`config.mk`:
```
export PLATFORM = sky130hd
export DESIGN_NAME = cpc_out
export DESIGN_NICKNAME = d
export VERILOG_FILES = /design/src/cpc_pkg.sv /design/src/cpc_out.sv
export SDC_FILE = /design/constraint.sdc
export NUM_CORES = 1
export LEC_CHECK = 0
export BUFFER_PORTS_ARGS = -buffer_cell sky130_fd_sc_hd__buf_2
export CORE_ASPECT_RATIO = 1.25
export CORE_MARGIN = 3
export CORE_UTILIZATION = 28
export CTS_CLUSTER_SIZE = 20
export DETAILED_ROUTE_END_ITERATION = 12
export PLACE_DENSITY_LB_ADDON = 0.25
export SETUP_SLACK_MARGIN = 0.2
export SYNTH_ARGS = -nofsm -noshare
export SYNTH_HDL_FRONTEND = slang
export SYNTH_SLANG_ARGS = --single-unit
```
`constraint.sdc`:
```
create_clock -name clk_i -period 3.5 [get_ports clk_i]
set_clock_uncertainty 0.15 [all_clocks]
set_input_delay 0.7 -clock clk_i [delete_from_list [all_inputs] [get_ports clk_i]]
set_output_delay 0.7 -clock clk_i [all_outputs]
set_load 0.03 [all_outputs]
```
`src/cpc_pkg.sv`:
```
`default_nettype none
package cpc_pkg;

  localparam int COORD_BITS = 12;
  localparam int CLIP_SLOTS = 8;
  localparam int OUT_CAP    = 20;
  localparam int CFG_W      = 48;
  localparam int IDX_W      = 3;
  localparam int CNT_W      = 4;

  // Widths of the exact integer line arithmetic.
  localparam int DIFF_W = COORD_BITS + 1;
  localparam int K_W    = 2 * COORD_BITS + 2;
  localparam int DET_W  = 2 * COORD_BITS + 3;
  localparam int NUM_W  = 3 * COORD_BITS + 4;
  localparam int COORD_MAX = (1 << COORD_BITS) - 1;

  typedef enum logic [IDX_W-1:0] {
    REG_COUNT = 3'd0,
    REG_PAIR0 = 3'd1,
    REG_PAIR1 = 3'd2,
    REG_PAIR2 = 3'd3,
    REG_PAIR3 = 3'd4
  } reg_idx_e;

  typedef logic [COORD_BITS-1:0] coord_t;

  typedef struct packed {
    coord_t x;
    coord_t y;
  } pt_t;

  // One request between clipping stages: a vertex or an end-of-item mark.
  typedef struct packed {
    pt_t  pt;
    logic is_end;
    logic last;
  } tok_t;

  typedef struct packed {
    pt_t  b;
    pt_t  f;
    logic en;
  } edge_t;

  typedef struct packed {
    coord_t vertex_x;
    coord_t vertex_y;
    logic   vertex_last;
  } vtx_in_t;

  typedef struct packed {
    coord_t out_x;
    coord_t out_y;
    logic   has_vertex;
    logic   out_last;
    logic   rejected;
  } res_t;

  function automatic logic signed [DIFF_W-1:0] dif(coord_t u, coord_t v);
    return $signed({1'b0, u}) - $signed({1'b0, v});
  endfunction

  function automatic logic signed [K_W-1:0] ext_d(logic signed [DIFF_W-1:0] d);
    return K_W'(d);
  endfunction

  function automatic logic signed [K_W-1:0] ext_c(coord_t c);
    return $signed(K_W'(c));
  endfunction

  function automatic logic signed [DET_W-1:0] cross3(pt_t a, pt_t b, pt_t c);
    logic signed [DET_W-1:0] p0;
    logic signed [DET_W-1:0] p1;
    p0 = dif(b.x, a.x) * dif(c.y, b.y);
    p1 = dif(b.y, a.y) * dif(c.x, b.x);
    return p0 - p1;
  endfunction

  // Truncated quotient magnitude and sign to a pixel coordinate.
  function automatic coord_t clamp_q(logic neg, logic [NUM_W-1:0] q);
    coord_t r;
    if (q == '0) begin
      r = '0;
    end else if (neg) begin
      r = '0;
    end else if (q > NUM_W'(COORD_MAX)) begin
      r = '1;
    end else begin
      r = q[COORD_BITS-1:0];
    end
    return r;
  endfunction

endpackage
`default_nettype wire

```
`src/cpc_out.sv`:
```
`default_nettype none
module cpc_out (
  input  wire logic           clk_i,
  input  wire logic           rst_ni,
  input  wire logic           tok_vld_i,
  output logic                tok_rdy_o,
  input  wire cpc_pkg::tok_t  tok_i,
  input  wire logic           rej_i,
  output logic                done_o,
  output logic                res_vld_o,
  input  wire logic           res_rdy_i,
  output cpc_pkg::res_t       res_o
);

  localparam int CW = $clog2(cpc_pkg::OUT_CAP);

  logic          res_vld_q;
  cpc_pkg::res_t res_q;
  cpc_pkg::res_t push_res;
  logic          push;
  logic          can_push;
  logic          hold_vld_q;
  cpc_pkg::pt_t  hold_q;
  logic [CW-1:0] cnt_q;
  logic          room;

  assign can_push  = !res_vld_q || res_rdy_i;
  assign tok_rdy_o = can_push;
  assign room      = cnt_q < CW'(cpc_pkg::OUT_CAP - 1);
  assign done_o    = can_push && ((tok_vld_i && tok_i.is_end) || rej_i);

  // A vertex is held back one request so the final one can carry the last mark.
  always_comb begin
    push     = 1'b0;
    push_res = '{out_x: hold_q.x, out_y: hold_q.y, has_vertex: 1'b1,
                 out_last: 1'b0, rejected: 1'b0};
    if (tok_vld_i && can_push) begin
      if (!tok_i.is_end) begin
        push = hold_vld_q && room;
      end else if (hold_vld_q) begin
        push              = 1'b1;
        push_res.out_last = tok_i.last;
      end else if (tok_i.last) begin
        push     = 1'b1;
        push_res = '{out_x: '0, out_y: '0, has_vertex: 1'b0,
                     out_last: 1'b1, rejected: 1'b0};
      end
    end else if (rej_i && can_push) begin
      push     = 1'b1;
      push_res = '{out_x: '0, out_y: '0, has_vertex: 1'b0,
                   out_last: 1'b1, rejected: 1'b1};
    end
  end

  always_ff @(posedge clk_i or negedge rst_ni) begin
    if (!rst_ni) begin
      res_vld_q  <= 1'b0;
      hold_vld_q <= 1'b0;
      cnt_q      <= '0;
    end else begin
      if (push) begin
        res_vld_q <= 1'b1;
      end else if (res_rdy_i) begin
        res_vld_q <= 1'b0;
      end
      if (tok_vld_i && can_push) begin
        if (tok_i.is_end) begin
          hold_vld_q <= 1'b0;
          cnt_q      <= '0;
        end else if (!hold_vld_q) begin
          hold_vld_q <= 1'b1;
        end else if (room) begin
          cnt_q <= cnt_q + 1'b1;
        end
      end
    end
  end

  always_ff @(posedge clk_i) begin
    if (push) begin
      res_q <= push_res;
    end
    if (tok_vld_i && can_push && !tok_i.is_end && (!hold_vld_q || room)) begin
      hold_q <= tok_i.pt;
    end
  end

  assign res_vld_o = res_vld_q;
  assign res_o     = res_q;

endmodule
`default_nettype wire

```
==> metrics.yaml <==
antenna_found_initial: 0
drv_cap: 0
cts_max_path_buffers: 2
grt_first_pass_wirelength_um: 6210
hold_violations: 0
io_buffers: 60
post_cts_buffers: 0
ctsResizeCount: 0
min_period_over_period_pct: 64.04
drive_gt1_share_pct: 41.43
tns_ps: 0
ys_types: 33
hpwl_um: 2888
power.density_nw_per_um2: 638.6
finalSetupViolCount: 0
slew_headroom_pct: 66.15
via_per_inst: 4.358
r2r_end: "res_o[14]$_DFFE_PP_"
cp_slowest_cell: "nor2b_4"
worst_path_most_repeated_cell: "buf_2"
ys_top_cells_by_area: "edfxtp_1, dfrtp_1, nor2b_1"
place_congestion: 0.7738
cts_max_level: 3
cp.required_ps: 2650
ctsHoldBuffers: 0
cpPeakStageDelay_ps: 250
dr.pass1.iters: 4
cts.sinks: 58
ios: 61
r2r_setup_slack_ps: 1390
die_y_um: 105.5
grt-ovfl-total: 0
synth_enable_flop_cells: 51
clk_latency_ps: 340
max-vdd-ir-drop_uv: 265.4
synth_seq_area_share_pct: 76.93
cts.reportedPaths.clkPinSlew_ps: 70
root_buffer: "clkbuf_8"
path_cells: "buf_2, nor2b_4, clkinv_4, buf_2"
fin_crit_ps: 2241
yosys.area.top_type: "edfxtp_1"
critPathCaptureType: "output port"
netlist.area_leader.share_pct: 69.04
ys_ff_latch: 58
worstSetupStartpointType: "primary input"
syn_to_final_growth_pct: 28.14
ff2ff_path_depth: 5
async_reset_ff_share_pct: 12.07
synth_area_sq_um: 2218
avgSynthCellArea_sq_um: 16.19
whs_ps: 41.47
slew_violations: 0
n_antenna_cell: 0
cts_tree: "done"
initial_core_util_pct: 29.45
path_class: "in -> out"
core_sq_um: 7532
crit_path_max_fanout: 8
totalWireLength_um: 4039
cts_buffers: 9
fp.dieArea_sq_um: 9033
dr.first_iter.drc_count: 42
vias: 1316
wire_per_inst_um: 13.37
syn-num-nets: 169
synthFlopType: "edfxtp_1"
syn_inst: 137
ys_warn_count: 0
grt_pass1_vias: 1302
leakage_uw: 0.001105
grt_max_degree: 28
status: "finished clean"
fp.dieW_um: 85.61
ant_nets: 0
fmax_ghz: 0.4462
grt.total_usage_pct: 9.451
tightest_slew_ps: 503.2
drc: 0
hp-class: "in -> async"
rr_startpoint: "hold_vld_q$_DFFE_PN0N_"
rows: 35
nets: 237
rsz0062_at_grt: "false"
crit_arrival_ps: 1390
## flip-flops by register name, indices dropped and copies added, names as in the netlist
| register | count |
|---|---|
| cnt_q | 5 |
| hold_q | 24 |
| hold_vld_q | 1 |
| res_o | 27 |
| res_vld_o | 1 |
## Yosys cell counts (all sizes together) (2+ instances only)
master and n:
a21oi 7, a31oi 3, buf 5, dfrtp 7, edfxtp 51, inv 3
nand2 4, nand2b 2, nand3 2, nor2 6, nor2b 26, nor4b 3
o21ai 2, o41ai 3
## area by class of cell
class                   count  area [sq um]
fillers                   724          4690
clock inverters             7         93.84
clock buffers               9         123.9
well taps                  92         115.1
inverters                   4         20.02
repair buffers             63         322.8
flip-flops and latches     58          1707
multi-input cells          69         460.4
## placed cells by master, fill, tap and decap left out, types with 2 or more instances in the layout
cell type / instances
buf_2: 60
edfxtp_1: 51
nor2b_1: 25
clkbuf_8: 9
dfrtp_1: 7
a21oi_1: 6
nor2_1: 4
inv_1: 3
nand2_1: 3
clkinv_4: 3
a31oi_1: 3
o41ai_1: 3
buf_4: 3
nand3_1: 2
nand2b_1: 2
nor2_2: 2
o21ai_0: 2
nor4b_1: 2
bufinv_16: 2
## per-stage QoR
stage | power [uW] | setup slack, ps | cells | util [%] | instance area (sq um)
final | 1815 | 1259 | 302 | 37.74 | 2843
after global routing | 1900 | 1220 | 302 | 37.74 | 2843
after detailed placement | 1171 | 1259 | 286 | 34.85 | 2625
after CTS | 1844 | 1255 | 302 | 37.74 | 2843
after global placement | 1171 | 1263 | 286 | 34.85 | 2625
after floorplan | 1079 | 478.6 | 137 | - | 2218
## metal layers
metal / wire [um] / global-route usage [%] / vias to the layer above / part of all wire [%]
met5: 0 / 0 / - / 0
met4: 147 / 7.919 / 0 / 3.6
met3: 296 / 3.518 / 10 / 7.3
met2: 2024 / 14.56 / 58 / 50
met1: 1570 / 10.11 / 606 / 39
li1: - / - / 642 / -
## report_power, final
group          internal (uW)  switching (uW)
registers                836            39.2
logic                   89.3             188
clock network            399             264
## logic make-up (layout without fill, tap and decap cells)
kind of cell	after synthesis	count (layout)	synth area share [%]
AND/OR/NAND/NOR	47	47	13.76
AO/OA/AOI/OAI	20	20	5.754
flip-flops	58	58	76.93
XOR/XNOR	1	1	0.3949
buffers and inverters	10	83	2.594
adder cells (fa/ha/maj)	1	1	0.5639
## how the worst max path moves through the flow
| stage | start | endpoint | slack [ps] | depth (start not counted) |
|---|---|---|---|---|
| floorplan | res_rdy_i | hold_q[0]$_DFFE_PP_ | 480 | 6 |
| CTS | res_rdy_i | tok_rdy_o | 1260 | 4 |
| finish | res_rdy_i | tok_rdy_o | 1260 | 4 |
| global placement | res_rdy_i | tok_rdy_o | 1260 | 4 |
| detailed placement | res_rdy_i | tok_rdy_o | 1260 | 4 |
| global route | res_rdy_i | tok_rdy_o | 1220 | 4 |
## critical path, delay by kind of cell
family                 cells  cell delay [ps]
and+or+nand+nor            1              250
buffers and inverters      3              440
Power figures use the tool's default switching activity.
