<file path="src/cpc_pkg.sv">
`default_nettype none
package cpc_pkg;

  localparam int COORD_BITS = 12;
  localparam int CLIP_SLOTS = 8;
  localparam int OUT_CAP    = 20;
  localparam int CFG_W      = 48;
  localparam int IDX_W      = 3;
  localparam int CNT_W      = 4;

  // Widths of the exact integer line arithmetic.
  localparam int DIFF_W = COORD_BITS + 1;
  localparam int K_W    = 2 * COORD_BITS + 2;
  localparam int DET_W  = 2 * COORD_BITS + 3;
  localparam int NUM_W  = 3 * COORD_BITS + 4;
  localparam int COORD_MAX = (1 << COORD_BITS) - 1;

  typedef enum logic [IDX_W-1:0] {
    REG_COUNT = 3'd0,
    REG_PAIR0 = 3'd1,
    REG_PAIR1 = 3'd2,
    REG_PAIR2 = 3'd3,
    REG_PAIR3 = 3'd4
  } reg_idx_e;

  typedef logic [COORD_BITS-1:0] coord_t;

  typedef struct packed {
    coord_t x;
    coord_t y;
  } pt_t;

  // One request between clipping stages: a vertex or an end-of-item mark.
  typedef struct packed {
    pt_t  pt;
    logic is_end;
    logic last;
  } tok_t;

  typedef struct packed {
    pt_t  b;
    pt_t  f;
    logic en;
  } edge_t;

  typedef struct packed {
    coord_t vertex_x;
    coord_t vertex_y;
    logic   vertex_last;
  } vtx_in_t;

  typedef struct packed {
    coord_t out_x;
    coord_t out_y;
    logic   has_vertex;
    logic   out_last;
    logic   rejected;
  } res_t;

  function automatic logic signed [DIFF_W-1:0] dif(coord_t u, coord_t v);
    return $signed({1'b0, u}) - $signed({1'b0, v});
  endfunction

  function automatic logic signed [K_W-1:0] ext_d(logic signed [DIFF_W-1:0] d);
    return K_W'(d);
  endfunction

  function automatic logic signed [K_W-1:0] ext_c(coord_t c);
    return $signed(K_W'(c));
  endfunction

  function automatic logic signed [DET_W-1:0] cross3(pt_t a, pt_t b, pt_t c);
    logic signed [DET_W-1:0] p0;
    logic signed [DET_W-1:0] p1;
    p0 = dif(b.x, a.x) * dif(c.y, b.y);
    p1 = dif(b.y, a.y) * dif(c.x, b.x);
    return p0 - p1;
  endfunction

  // Truncated quotient magnitude and sign to a pixel coordinate.
  function automatic coord_t clamp_q(logic neg, logic [NUM_W-1:0] q);
    coord_t r;
    if (q == '0) begin
      r = '0;
    end else if (neg) begin
      r = '0;
    end else if (q > NUM_W'(COORD_MAX)) begin
      r = '1;
    end else begin
      r = q[COORD_BITS-1:0];
    end
    return r;
  endfunction

endpackage
`default_nettype wire

</file>
<file path="src/cpc_div.sv">
`default_nettype none
module cpc_div (
  input  wire logic                                clk_i,
  input  wire logic                                rst_ni,
  input  wire logic                                start_i,
  input  wire logic signed [cpc_pkg::NUM_W-1:0]    num_i,
  input  wire logic signed [cpc_pkg::DET_W-1:0]    den_i,
  output logic                                     done_o,
  output logic                                     neg_o,
  output logic [cpc_pkg::NUM_W-1:0]                quo_o
);

  localparam int NW = cpc_pkg::NUM_W;
  localparam int DW = cpc_pkg::DET_W;
  localparam int CW = $clog2(NW + 1);

  logic          busy_q;
  logic          done_q;
  logic [CW-1:0] cnt_q;
  logic [NW-1:0] a_q;
  logic [DW-1:0] r_q;
  logic [DW-1:0] d_q;
  logic          neg_q;

  logic [DW:0]   trial;
  logic [DW:0]   sub;
  logic          ge;
  logic [DW-1:0] r_d;

  always_comb begin
    trial = {r_q, a_q[NW-1]};
    sub   = trial - {1'b0, d_q};
    ge    = trial >= {1'b0, d_q};
    r_d   = ge ? sub[DW-1:0] : trial[DW-1:0];
  end

  always_ff @(posedge clk_i or negedge rst_ni) begin
    if (!rst_ni) begin
      busy_q <= 1'b0;
      done_q <= 1'b0;
      cnt_q  <= '0;
    end else if (start_i) begin
      busy_q <= 1'b1;
      done_q <= 1'b0;
      cnt_q  <= CW'(NW);
    end else if (busy_q) begin
      cnt_q <= cnt_q - 1'b1;
      if (cnt_q == CW'(1)) begin
        busy_q <= 1'b0;
        done_q <= 1'b1;
      end
    end else begin
      done_q <= 1'b0;
    end
  end

  always_ff @(posedge clk_i) begin
    if (start_i) begin
      a_q   <= num_i[NW-1] ? $unsigned(-num_i) : $unsigned(num_i);
      d_q   <= den_i[DW-1] ? $unsigned(-den_i) : $unsigned(den_i);
      r_q   <= '0;
      neg_q <= num_i[NW-1] ^ den_i[DW-1];
    end else if (busy_q) begin
      a_q <= {a_q[NW-2:0], ge};
      r_q <= r_d;
    end
  end

  assign done_o = done_q;
  assign neg_o  = neg_q;
  assign quo_o  = a_q;

endmodule
`default_nettype wire

</file>
<file path="src/cpc_cell.sv">
`default_nettype none
module cpc_cell (
  input  wire logic            clk_i,
  input  wire logic            rst_ni,
  input  wire cpc_pkg::edge_t  edge_i,
  input  wire logic            clear_i,
  input  wire logic            in_vld_i,
  output logic                 in_rdy_o,
  input  wire cpc_pkg::tok_t   in_tok_i,
  output logic                 out_vld_o,
  input  wire logic            out_rdy_i,
  output cpc_pkg::tok_t        out_tok_o
);

  localparam int DIFF_W = cpc_pkg::DIFF_W;
  localparam int K_W    = cpc_pkg::K_W;
  localparam int DET_W  = cpc_pkg::DET_W;
  localparam int NUM_W  = cpc_pkg::NUM_W;

  typedef enum logic [3:0] {
    ST_IDLE, ST_SIDE_E, ST_SIDE_S, ST_K1, ST_K2, ST_DET, ST_NUMX, ST_NUMY,
    ST_DIVX, ST_DIVY, ST_PUSH_X, ST_PUSH_E, ST_FWD
  } state_e;

  state_e state_q;
  logic   seen_q;
  logic   fwd_q;
  logic   e_in_q;
  logic   out_vld_q;

  cpc_pkg::pt_t  first_q, prev_q, s_q, e_q, crx_q;
  cpc_pkg::tok_t tok_q, out_tok_q;
  logic signed [K_W-1:0]   k1_q, k2_q;
  logic signed [DET_W-1:0] det_q;
  logic signed [NUM_W-1:0] numx_q, numy_q;

  logic can_push;
  logic s_in;

  logic signed [DIFF_W-1:0] ln1_a, ln1_c, ln2_a, ln2_c;
  logic signed [DIFF_W-1:0] op_a0, op_a1;
  logic signed [K_W-1:0]    op_b0, op_b1;
  logic                     op_sub;
  logic signed [NUM_W-1:0]  prod0, prod1, mac;

  logic                    div_start;
  logic signed [NUM_W-1:0] div_num;
  logic                    div_done;
  logic                    div_neg;
  logic [NUM_W-1:0]        div_quo;

  assign can_push = !out_vld_q || out_rdy_i;
  assign in_rdy_o = (state_q == ST_IDLE);

  // Shared multiply-accumulate; operands follow the step in progress.
  always_comb begin
    ln1_a  = cpc_pkg::dif(e_q.y, s_q.y);
    ln1_c  = cpc_pkg::dif(s_q.x, e_q.x);
    ln2_a  = cpc_pkg::dif(edge_i.f.y, edge_i.b.y);
    ln2_c  = cpc_pkg::dif(edge_i.b.x, edge_i.f.x);
    op_a0  = '0;
    op_a1  = '0;
    op_b0  = '0;
    op_b1  = '0;
    op_sub = 1'b0;
    case (state_q)
      ST_SIDE_E: begin
        op_a0  = cpc_pkg::dif(e_q.x, edge_i.b.x);
        op_b0  = cpc_pkg::ext_d(cpc_pkg::dif(edge_i.f.y, edge_i.b.y));
        op_a1  = cpc_pkg::dif(e_q.y, edge_i.b.y);
        op_b1  = cpc_pkg::ext_d(cpc_pkg::dif(edge_i.f.x, edge_i.b.x));
        op_sub = 1'b1;
      end
      ST_SIDE_S: begin
        op_a0  = cpc_pkg::dif(s_q.x, edge_i.b.x);
        op_b0  = cpc_pkg::ext_d(cpc_pkg::dif(edge_i.f.y, edge_i.b.y));
        op_a1  = cpc_pkg::dif(s_q.y, edge_i.b.y);
        op_b1  = cpc_pkg::ext_d(cpc_pkg::dif(edge_i.f.x, edge_i.b.x));
        op_sub = 1'b1;
      end
      ST_K1: begin
        op_a0 = ln1_a;
        op_b0 = cpc_pkg::ext_c(s_q.x);
        op_a1 = ln1_c;
        op_b1 = cpc_pkg::ext_c(s_q.y);
      end
      ST_K2: begin
        op_a0 = ln2_a;
        op_b0 = cpc_pkg::ext_c(edge_i.b.x);
        op_a1 = ln2_c;
        op_b1 = cpc_pkg::ext_c(edge_i.b.y);
      end
      ST_DET: begin
        op_a0  = ln1_a;
        op_b0  = cpc_pkg::ext_d(ln2_c);
        op_a1  = ln2_a;
        op_b1  = cpc_pkg::ext_d(ln1_c);
        op_sub = 1'b1;
      end
      ST_NUMX: begin
        op_a0  = ln2_c;
        op_b0  = k1_q;
        op_a1  = ln1_c;
        op_b1  = k2_q;
        op_sub = 1'b1;
      end
      ST_NUMY: begin
        op_a0  = ln1_a;
        op_b0  = k2_q;
        op_a1  = ln2_a;
        op_b1  = k1_q;
        op_sub = 1'b1;
      end
      default: begin
      end
    endcase
    prod0 = op_a0 * op_b0;
    prod1 = op_a1 * op_b1;
    mac   = op_sub ? (prod0 - prod1) : (prod0 + prod1);
    s_in  = !mac[NUM_W-1];
  end

  assign div_start = ((state_q == ST_NUMY) && (det_q != '0)) ||
                     ((state_q == ST_DIVX) && div_done);
  assign div_num   = (state_q == ST_DIVX) ? numy_q : numx_q;

  cpc_div u_div (
    .clk_i   (clk_i),
    .rst_ni  (rst_ni),
    .start_i (div_start),
    .num_i   (div_num),
    .den_i   (det_q),
    .done_o  (div_done),
    .neg_o   (div_neg),
    .quo_o   (div_quo)
  );

  always_ff @(posedge clk_i or negedge rst_ni) begin
    if (!rst_ni) begin
      state_q   <= ST_IDLE;
      seen_q    <= 1'b0;
      fwd_q     <= 1'b0;
      e_in_q    <= 1'b0;
      out_vld_q <= 1'b0;
    end else begin
      if (out_rdy_i) begin
        out_vld_q <= 1'b0;
      end
      case (state_q)
        ST_IDLE: begin
          if (in_vld_i) begin
            if (!edge_i.en) begin
              state_q <= ST_FWD;
            end else if (in_tok_i.is_end) begin
              if (in_tok_i.last && seen_q) begin
                // close the polygon: previous vertex back to the first
                seen_q  <= 1'b0;
                fwd_q   <= 1'b1;
                state_q <= ST_SIDE_E;
              end else begin
                state_q <= ST_FWD;
              end
            end else if (!seen_q) begin
              seen_q <= 1'b1;
            end else begin
              fwd_q   <= 1'b0;
              state_q <= ST_SIDE_E;
            end
          end
        end
        ST_SIDE_E: begin
          e_in_q  <= !mac[NUM_W-1];
          state_q <= ST_SIDE_S;
        end
        ST_SIDE_S: begin
          if (e_in_q != s_in) begin
            state_q <= ST_K1;
          end else if (e_in_q) begin
            state_q <= ST_PUSH_E;
          end else if (fwd_q) begin
            state_q <= ST_FWD;
          end else begin
            state_q <= ST_IDLE;
          end
        end
        ST_K1:   state_q <= ST_K2;
        ST_K2:   state_q <= ST_DET;
        ST_DET:  state_q <= ST_NUMX;
        ST_NUMX: state_q <= ST_NUMY;
        ST_NUMY: begin
          state_q <= (det_q == '0) ? ST_PUSH_X : ST_DIVX;
        end
        ST_DIVX: begin
          if (div_done) begin
            state_q <= ST_DIVY;
          end
        end
        ST_DIVY: begin
          if (div_done) begin
            state_q <= ST_PUSH_X;
          end
        end
        ST_PUSH_X: begin
          if (can_push) begin
            out_vld_q <= 1'b1;
            if (e_in_q) begin
              state_q <= ST_PUSH_E;
            end else if (fwd_q) begin
              state_q <= ST_FWD;
            end else begin
              state_q <= ST_IDLE;
            end
          end
        end
        ST_PUSH_E: begin
          if (can_push) begin
            out_vld_q <= 1'b1;
            state_q   <= fwd_q ? ST_FWD : ST_IDLE;
          end
        end
        ST_FWD: begin
          if (can_push) begin
            out_vld_q <= 1'b1;
            state_q   <= ST_IDLE;
          end
        end
        default: state_q <= ST_IDLE;
      endcase
      if (clear_i) begin
        seen_q <= 1'b0;
      end
    end
  end

  always_ff @(posedge clk_i) begin
    case (state_q)
      ST_IDLE: begin
        if (in_vld_i) begin
          tok_q <= in_tok_i;
          if (edge_i.en && !in_tok_i.is_end) begin
            if (!seen_q) begin
              first_q <= in_tok_i.pt;
            end else begin
              s_q <= prev_q;
              e_q <= in_tok_i.pt;
            end
            prev_q <= in_tok_i.pt;
          end else if (edge_i.en && in_tok_i.last && seen_q) begin
            s_q <= prev_q;
            e_q <= first_q;
          end
        end
      end
      ST_K1:   k1_q   <= mac[K_W-1:0];
      ST_K2:   k2_q   <= mac[K_W-1:0];
      ST_DET:  det_q  <= mac[DET_W-1:0];
      ST_NUMX: numx_q <= mac;
      ST_NUMY: begin
        numy_q <= mac;
        if (det_q == '0) begin
          crx_q <= '0;
        end
      end
      ST_DIVX: begin
        if (div_done) begin
          crx_q.x <= cpc_pkg::clamp_q(div_neg, div_quo);
        end
      end
      ST_DIVY: begin
        if (div_done) begin
          crx_q.y <= cpc_pkg::clamp_q(div_neg, div_quo);
        end
      end
      ST_PUSH_X: begin
        if (can_push) begin
          out_tok_q <= '{pt: crx_q, is_end: 1'b0, last: 1'b0};
        end
      end
      ST_PUSH_E: begin
        if (can_push) begin
          out_tok_q <= '{pt: e_q, is_end: 1'b0, last: 1'b0};
        end
      end
      ST_FWD: begin
        if (can_push) begin
          out_tok_q <= tok_q;
        end
      end
      default: begin
      end
    endcase
  end

  assign out_vld_o = out_vld_q;
  assign out_tok_o = out_tok_q;

endmodule
`default_nettype wire

</file>
<file path="config.mk">
export PLATFORM = sky130hd
export DESIGN_NAME = cpc_cell
export DESIGN_NICKNAME = d
export VERILOG_FILES = /design/src/cpc_pkg.sv /design/src/cpc_div.sv /design/src/cpc_cell.sv
export SDC_FILE = /design/constraint.sdc
export NUM_CORES = 2
export LEC_CHECK = 0
export ABC_AREA = 1
export BUFFER_PORTS_ARGS = -buffer_cell sky130_fd_sc_hd__buf_4
export CORE_MARGIN = 2
export CORE_UTILIZATION = 40
export DETAILED_ROUTE_END_ITERATION = 12
export PLACE_DENSITY_LB_ADDON = 0.12
export SKIP_LAST_GASP = 1
export SYNTH_ARGS = -nofsm -noshare
export SYNTH_HDL_FRONTEND = slang
export SYNTH_SLANG_ARGS = --single-unit
</file>
<file path="constraint.sdc">
create_clock -name clk_i -period 12.5 [get_ports clk_i]
set_input_delay 1.875 -clock clk_i [delete_from_list [all_inputs] [get_ports clk_i]]
set_output_delay 1.875 -clock clk_i [all_outputs]
set_load 0.005 [all_outputs]
</file>
==> metrics <==
Worst Max-Slew Pin Slew=approximately 1.1 ns; Worst Setup Start Kind=input port; CP endpoint kind=flop; crit path max-delay cell type=fa_1; core area=roughly 130000 sq um; Unique masters post-synth=63; FP Rows=130; layout cell share with drive strength beyond 1=between 10% and 20%; final worst clock skew=between 0.03 and 0.04 ns; DRT Pass-1 Iters=6; fmax=about 85 MHz; DRT iter0 DRCs=between 3000 and 4000; Slew HR=23.9%; crit path from=edge_i[1]; port bufs=107; Ys Warns=0; die footprint=between 100000 and 150000 sq um; wire length per cell=between 15 and 20 microns; worst path required time=~13 ns; critical path type=in2reg; total CTS buffers=48; clock sink total=roughly 440; Post-synth top cells=nand2_1 (1503), inv_1 (1131), fa_1 (621); maximum root-to-sink buffer count=3; initial antenna violation count=5; post-layout min period=11.74 ns; MaxCap Viol Count=0; Die Y-Extent=roughly 360 microns; Crit Reg-Reg Startpoint=state_q[2]$_DFFE_PN0P_; syn nets=around 7200; Clock transition at path regs=0.07 ns; vias=43000; Yosys top cell by area=fa_1; DRC Markers=0; final worst slack=0.755 ns; dpl ws=-0.197 ns; Routed WL=~170000 microns; min-delay src=prev_q[3]$_DFFE_PP_; nets@finish=7896; Area Growth Syn to Fin=19.5%; final hold vios=0; first-pass GRT wire length=around 260000 microns; die outline width=between 300 and 400 microns; CTS Root Cell=clkbuf_16; top_reg_cell synth=edfxtp_1; most used cell, CP=nand2_1; Seq/Total Area, Yosys=25.4%; Yosys reg bits=442; Via density=between 5 and 6; Crit path largest cell delay=about 0.6 ns; post-route ant nets=0; GRT Residual Overflow=0; Area contributors post-synth=fa_1 (24%), edfxtp_1 (24%), nand2_1 (11%), ha_1 (8.4%), inv_1 (8.4%); hpwl dp=143000 microns; Mapped Cells=6108; GRT Overall Usage=around a quarter; worst hold path class=reg2reg; final setup vio count=0; EDFF count, synth=approximately 400; ys async rst share=under 10%; vias in the first global route=between 40000 and 50000; Synth Cell Area=between 50000 and 60000 sq um; clock latency at the later pin of the worst-skew pair=0.63 ns; crit path DAT=around 12 ns; GP Congestion=roughly 0.99; number of I/O pins=roughly 110; Synth top area share=roughly 24%; worst-path fanout max=8; Avg Inst Size Synth=8.32 sq um; Starting Density=between 40% and 50%; CTS tree=done; cell with the most instances after synthesis=nand2_1; status=complete, no violations; hold buffers post-CTS=0; fin crit share=between 90 and 100%; Final Slew Violations=0; largest net degree at the start of global routing=61; htree depth=2
==> stage by stage <==
| step | hold WS [ns] | utilization (%) | cell area [sq um] | instances | setup TNS [ns] |
|---|---|---|---|---|---|
| 3_3_place_gp | 0.401 | 46.7 | 58800 | 8453 | -0.0780 |
| 5_1_grt | 0.421 | 48.2 | 60700 | 8543 | -0.0194 |
| 6_report | 0.400 | 48.2 | 60700 | 8547 | 0 |
| 4_1_cts | 0.402 | 48.1 | 60600 | 8542 | 0 |
| 3_5_place_dp | 0.405 | 46.7 | 58800 | 8453 | -0.300 |
| 2_1_floorplan | 0.400 | - | 50800 | 6108 | 0 |
==> per-layer routing <==
| layer | part of all wire [%] | wire length, microns | vias to the layer above | track usage, % |
|---|---|---|---|---|
| met5 | 0.014 | 23 | - | 0 |
| met4 | 2.6 | 4390 | 4 | 6.44 |
| met3 | 4.7 | 7890 | 167 | 2.26 |
| met2 | 48 | 80800 | 969 | 44.6 |
| met1 | 45 | 75600 | 21100 | 35.9 |
| li1 | - | - | 20700 | - |
==> final cells by class <==
cell class              count  area, sq um
diodes                      4         10.0
clock buffers              54         1240
clock inverters            35          490
fillers                 12500        65200
inverters                1180         4430
multi-input cells        4333        33000
flip-flops and latches    442        12900
well taps                1650         2060
repair buffers            849         6510
==> path summary, 6_finish.rpt <==
path / to / slack (ns) / cells after the start
setup / recovery: state_q[2]$_DFFE_PN0P_ / 0.76 / 58
hold / removal: s_q[3]$_DFFE_PP_ / 0.40 / 0
setup reg to reg: state_q[2]$_DFFE_PN0P_ / 0.97 / 66
hold reg to reg: s_q[3]$_DFFE_PP_ / 0.40 / 0
max in group asynchronous: u_div.cnt_q[4]$_DFFE_PN0P_ / 11.15 / 1
min in group asynchronous: state_q[2]$_DFFE_PN0P_ / 1.12 / 1
==> registers in the layout (all words and copies together) (netlist names), 4 cells and up <==
| signal | count |
|---|---|
| tok_q | 26 |
| crx_q | 24 |
| state_q | 4 |
| k2_q | 26 |
| out_tok_o | 26 |
| u_div.d_q | 27 |
| u_div.quo_o | 40 |
| first_q | 24 |
| numx_q | 40 |
| u_div.r_q | 27 |
| det_q | 27 |
| numy_q | 40 |
| s_q | 24 |
| prev_q | 24 |
| u_div.cnt_q | 6 |
| e_q | 24 |
| k1_q | 26 |
==> timing repair <==
item	CTS	global route
setup buffers	0	1
gates resized for setup	0	33
setup endpoints to repair	0	13
==> logic make-up (layout without fill, tap and decap cells) <==
kind of cell | Yosys count | in the layout | share of synthesized area [%]
compound gates | 736 | 736 | 8.33
fa+ha+maj | 962 | 962 | 32.9
other cells | 0 | 4 | 0
flops | 442 | 442 | 25.4
xor+xnor | 217 | 217 | 3.74
simple gates | 2403 | 2403 | 19.3
mux | 15 | 15 | 0.337
buf+inv | 1333 | 2118 | 9.98
==> critical path: cells and delay by family <==
kind                     cells  cell delay [ns]
buffers and inverters       16             1.92
XOR/XNOR                     1             0.17
AND/OR/NAND/NOR             20             2.77
AO/OA/AOI/OAI               10             1.26
adder cells (fa/ha/maj)     11             4.20
==> cell usage in the layout (no fill, tap or decap), drive strengths merged, types with 6 or more instances in the layout <==
cell,instances
o21ai,268
ha,341
o2111ai,7
o31ai,16
clkbuf,54
xnor2,87
o21a,16
o221ai,12
o21bai,7
a221oi,15
nor4,27
mux2i,14
dfrtp,16
nand3,140
a21oi,258
nand2,1510
nand4,55
inv,1149
dfxtp,27
xor2,130
or2,55
o22ai,50
a21o,12
a31oi,17
buf,849
nand3b,6
bufinv,10
nor2,535
a211oi,6
nor3,66
clkinv,53
o211ai,41
fa,621
edfxtp,399
Power is not shown: default switching activity piles up to over one toggle a cycle in this logic, so the estimate is an artifact.
